## config.mk

```make
export PLATFORM = sky130hd
export DESIGN_NAME = egsa_ctrl
export DESIGN_NICKNAME = d
export VERILOG_FILES = /design/src/design/egsa_pkg.sv /design/src/design/egsa_ctrl.sv
export SDC_FILE = /design/constraint.sdc
export NUM_CORES = 1
export LEC_CHECK = 0
export ABC_AREA = 1
export BUFFER_PORTS_ARGS = -buffer_cell sky130_fd_sc_hd__buf_4
export CAP_MARGIN = 20
export CORE_AREA = 3 3 40 42
export CTS_BUF_LIST = sky130_fd_sc_hd__clkbuf_4 sky130_fd_sc_hd__clkbuf_8
export CTS_CLUSTER_DIAMETER = 50
export DETAILED_ROUTE_END_ITERATION = 10
export DIE_AREA = 0 0 43 45
export PLACE_DENSITY_LB_ADDON = 0.05
export SLEW_MARGIN = 0
export SYNTH_ARGS = -nofsm -noshare
export SYNTH_HDL_FRONTEND = slang
export SYNTH_SLANG_ARGS = --single-unit
```

## constraint.sdc

```tcl
create_clock -name clk -period 1.15 [get_ports clk]
set_clock_uncertainty 0.15 [all_clocks]
set_input_delay 0.23 -clock clk [delete_from_list [all_inputs] [get_ports clk]]
set_output_delay 0.23 -clock clk [all_outputs]
set_load 0.01 [all_outputs]
```

## src/design/egsa_pkg.sv

```systemverilog
package egsa_pkg;

  // Request codes on req_type.
  localparam logic [1:0] REQ_CLEAR = 2'd0;
  localparam logic [1:0] REQ_ACCUM = 2'd1;
  localparam logic [1:0] REQ_READ  = 2'd2;

  // Result status codes.
  localparam logic [1:0] STS_DONE  = 2'd0;
  localparam logic [1:0] STS_PAD   = 2'd1;
  localparam logic [1:0] STS_RANGE = 2'd2;
  localparam logic [1:0] STS_SAT   = 2'd3;

  // Configuration register indexes.
  localparam logic [1:0] REG_PADDING_ENABLE = 2'd0;
  localparam logic [1:0] REG_PADDING_ROW    = 2'd1;
  localparam logic [1:0] REG_NUM_ROWS       = 2'd2;
  localparam logic [1:0] REG_ROW_WIDTH      = 2'd3;

  // Field and storage widths.
  localparam int ROW_ID_W = 16;
  localparam int COL_W    = 6;
  localparam int DATA_W   = 32;
  localparam int CFG_W    = 9;
  localparam int EPOCH_W  = 8;
  localparam int ENTRY_W  = DATA_W + EPOCH_W;

  typedef enum logic [2:0] {
    ST_INIT,
    ST_IDLE,
    ST_EXEC,
    ST_CALC,
    ST_CLEAR
  } state_t;

  // Commands from the controller to the datapath.
  typedef struct packed {
    logic capture;
    logic mem_read;
    logic commit;
    logic sweep_step;
    logic epoch_next;
    logic epoch_restart;
    logic emit_plain;
  } egsa_cmd_t;

  // Status from the datapath to the controller.
  typedef struct packed {
    logic req_clear;
    logic lookup;
    logic epoch_last;
    logic sweep_last;
  } egsa_stat_t;

endpackage

```

## src/design/egsa_ctrl.sv

```systemverilog
module egsa_ctrl (
  input  logic                  clk,
  input  logic                  rst,
  input  logic                  start,
  input  egsa_pkg::egsa_stat_t  stat,
  output logic                  busy,
  output egsa_pkg::egsa_cmd_t   cmd
);

  egsa_pkg::state_t state;
  egsa_pkg::state_t state_next;

  // State register; reset starts the sweep that zeroes the table.
  always_ff @(posedge clk) begin
    if (rst) begin
      state <= egsa_pkg::ST_INIT;
    end else begin
      state <= state_next;
    end
  end

  // Next state and commands.
  always_comb begin
    state_next = state;
    cmd        = '0;
    busy       = 1'b1;
    unique case (state)
      egsa_pkg::ST_INIT: begin
        cmd.sweep_step = 1'b1;
        if (stat.sweep_last) begin
          state_next = egsa_pkg::ST_IDLE;
        end
      end
      egsa_pkg::ST_IDLE: begin
        busy = 1'b0;
        if (start) begin
          cmd.capture = 1'b1;
          state_next  = egsa_pkg::ST_EXEC;
        end
      end
      egsa_pkg::ST_EXEC: begin
        priority if (stat.req_clear && stat.epoch_last) begin
          // Tags are about to wrap, so the table is swept for real.
          cmd.epoch_restart = 1'b1;
          state_next        = egsa_pkg::ST_CLEAR;
        end else if (stat.req_clear) begin
          cmd.epoch_next = 1'b1;
          cmd.emit_plain = 1'b1;
          state_next     = egsa_pkg::ST_IDLE;
        end else if (stat.lookup) begin
          cmd.mem_read = 1'b1;
          state_next   = egsa_pkg::ST_CALC;
        end else begin
          cmd.emit_plain = 1'b1;
          state_next     = egsa_pkg::ST_IDLE;
        end
      end
      egsa_pkg::ST_CALC: begin
        cmd.commit = 1'b1;
        state_next = egsa_pkg::ST_IDLE;
      end
      egsa_pkg::ST_CLEAR: begin
        cmd.sweep_step = 1'b1;
        if (stat.sweep_last) begin
          cmd.emit_plain = 1'b1;
          state_next     = egsa_pkg::ST_IDLE;
        end
      end
      default: begin
        state_next = egsa_pkg::ST_INIT;
      end
    endcase
  end

endmodule

```

## Yosys cells after proc, flatten, opt, wreduce, memory -nomap -nowiden

Index checks and enable logic that the tools add are counted.

- Register bits: 3
- Input bits: 7
- Output and inout port bits: 8
- Logic and storage cells: 35

- Equality and inequality tests: 6
- Muxes and demuxes: 24
- Reductions and logical operators: 4

Operators by type and width:

| operator | number |
|---|---|
| 1-bit 2-to-1 mux | 16 |
| 3-bit 2-to-1 mux | 4 |
| 3-bit case mux with 4 select lines | 1 |
| 3-bit by 2-bit == test with 1-bit output, second input constant | 2 |
| 2-bit 2-to-1 mux | 2 |
| 3-bit by 1-bit == test with 1-bit output, second input constant | 1 |
| 3-bit == test, second input constant | 1 |
| 3-bit logical NOT | 1 |
| 2-bit by 1-bit != test with 1-bit output, second input constant | 1 |
| 2-bit != test, second input constant | 1 |
| 1-bit case mux with 2 select lines | 1 |
| 2-bit AND reduction | 1 |
| 2-bit OR reduction | 1 |
| 1-bit logical AND | 1 |

## Logic depth before layout (Yosys ltp)

- Word-level depth: 4
- Mapped depth: 6
- Depth with buffers taken out: 6

## Least setup slack after synthesis

OpenSTA, ideal clock, no wires.

- Path type: register to output
- From: register state[2]
- To: output cmd[2] in the netlist's numbering
- Arrival time: 877 ps
- Data required time: 770 ps
- Slack: -107 ps
- Stages on the path, launching flop included: 4
- Buffers on the path: 0
- Cell sequence: dfxtp_1 -> nor2_1 -> nand2_2 -> nor3_1

RTL lines:

| element | RTL line | source |
|---|---|---|
| from (decl) | egsa_ctrl.sv:10 | `egsa_pkg::state_t state;` |
| from (signal assigned) | egsa_ctrl.sv:16 | `state <= egsa_pkg::ST_INIT;` |
| from (signal assigned) | egsa_ctrl.sv:18 | `state <= state_next;` |
| to (decl) | egsa_ctrl.sv:7 | `output egsa_pkg::egsa_cmd_t cmd` |

==> metrics <==
status=finished, violations left; failing checks=negative setup slack; crit path launch=state[0]; DRT Pass-1 Iters=2; Num CTS Buffers=3; slowest stage delay, CP=0.36 ns; placeable core area=1285 sq um; clk sinks=3; DRC violations left=0; final period utilization=1.225; Synth Cell Area=225.2 sq um; post-synth top area share=0.2667; CP Buf/Inv Count=1; Die Width=43 microns; clk buf depth=2; Leak Pwr=0.2427 nW; dpl hpwl=594 microns; RePlAce Congestion=0.6655; final worst slack=-0.2592 ns; pre-CTS setup slack=-0.1225 ns; CP top delay family=flip-flops; vias per cell=4.039; critical path, cell by cell=nor2_4, nand3_1, o21ai_2, buf_4; critical hold path startpoint=rst; synth warn=0; Top FF cell, synth=dfxtp_1; htree depth=1; gr usage total=0.07731; Largest regs=state x3; Clock Latency Late Sink=0.23 ns; r2r startpoint=state[2]; critical path capture point type=output port; port bufs=14; Synth area leader=dfxtp_1; Critical Path AT=1.03 ns; area of the multi-input gates=176.4 sq um; Die Y=45 microns; antenna cells=0; Seq. cell area=68.82 sq um; number of flops mapped to enable cells by yosys=0; Syn Area/Cell=6.087 sq um; worst vdd ir=0.3960 mV; worst-path fanout max=5; max-slew violation count=0; Rows=13; syn_nets=44; Syn Inst Count=37; routed wire length=690 microns; number of global-route vias before repair=290; first-pass GRT wire length=1138 microns; Area growth syn-to-layout=117.2%; Reg clk slew, reported paths=0.04 ns; Max-slew headroom=0.9159; CTS tree=built; Hold Fails Final Rpt=0; fmax=709.6 MHz; Root Driver=clkbuf_4; max reg flops=3; Final Power=571.4 uW; Nets=70; Worst EP required=0.77 ns; Wirelength per Cell=8.961 microns; layout cells sized above 1=0.6452; Largest Register=state; initial antenna violation count=0; Slew @ Worst Pin=0.1259 ns; boundary pin count=15; Vias=311; CP Class=flop to output port; dominant cells by area after synthesis=dfxtp_1 27%, inv_1 10%, nand2_1 10%, nor2_1 10%, nor2_2 8.3%; cell area power density=1168 nW/um^2; max-cap violations=0; Critical Path Source Type=flop; DRT antenna net count=0; unrepaired setup endpoints after global routing=true; initial core utilization=0.1753; pin count of the biggest net entering global routing=7; slowest CP cell=dfxtp_4; Tmin final=1.409 ns; GRT Residual Overflow=0; #FFs+latches synth=3; # setup viols final=9; synth unique cells=15; register area share after synthesis=0.2667; Filler cells=134; async set-reset flop share out of synthesis=0; full die area=1935 sq um; Hold WC Path Type=input port to flop; most frequent cells after synthesis=6 x inv_1, 6 x nand2_1, 6 x nor2_1; drt initial violations=1
## power by group
group	switching [mW]	total, mW	internal (mW)
Combinational	0.101	0.228	0.127
Clock	0.0505	0.204	0.153
Sequential	0.0228	0.140	0.117
## final timing paths
path,depth (start not counted),slack (ns),end
max,4,-0.26,cmd[0]
min,2,0.02,state[1]
max reg2reg,7,-0.17,state[1]
min reg2reg,2,0.37,state[2]
## routing by layer
metal | global-route usage | wire length [microns] | vias up
li1 | - | - | 166
met1 | 0.1007 | 296 | 135
met2 | 0.1257 | 357 | 10
met3 | 0.01195 | 36 | 0
met4 | 0.03614 | 0 | 0
met5 | 0 | 0 | -
## layout by cell type, fill, tap and decap left out
cell type  synthesis  layout
buf_4              0      18
inv_1              6       6
nand2_1            6       6
nor2_1             6       4
clkbuf_4           0       4
nor2_4             0       3
buf_6              0       3
nand4_1            2       2
nand3_1            2       2
o21ai_2            1       2
nor2_2             3       2
dfxtp_4            0       2
nand2_4            0       1
inv_2              1       1
nand3_2            1       1
nor3_2             0       1
nand3b_1           1       1
a21oi_2            0       1
a21oi_1            2       1
dfxtp_2            0       1
## timing repair
action                                  4_1_cts  5_1_grt
gates resized for setup                      11        3
pin swaps                                     4        6
hold buffers                                  0        0
endpoints found under the setup margin       10       10
buffers inserted                              0        2
## cell families (layout without fill, tap and decap cells)
family	count (synthesis)	after routing	synth area share
and+or+nand+nor	23	23	0.5111
buffers and inverters	7	32	0.1166
AOI/OAI and AO/OA	4	4	0.1055
DFF	3	3	0.2667
## area by class of cell
cell class / instances / share of cell area
clock buffer: 4 / 0.06138
inverter: 7 / 0.05371
multi-input combinational: 27 / 0.3606
sequential: 3 / 0.1407
tap: 15 / 0.03836
timing repair buffer: 21 / 0.3453
## per-stage QoR
stage / TNS, ns / cell area, sq um / cells / utilization / hold WS [ns]
after global placement: -0.4892 / 397.9 / 71 / 0.3096 / 0.2652
final: -1.937 / 489.2 / 77 / 0.3807 / 0.01617
after detailed placement: -0.5806 / 397.9 / 71 / 0.3096 / 0.2586
after floorplan: 0 / 236.5 / 37 / - / 0.1491
after CTS: -2.035 / 464.2 / 75 / 0.3612 / 0.01586
after global routing: -2.546 / 489.2 / 77 / 0.3807 / 0.01315
## worst register-to-register path, delay by kind of cell (launching register included)
family,cells,cell delay (ns)
buffers and inverters,2,0.24
and+or+nand+nor,4,0.41
DFF,1,0.33
AOI/OAI and AO/OA,1,0.12
(Power assumes the default switching activity.)
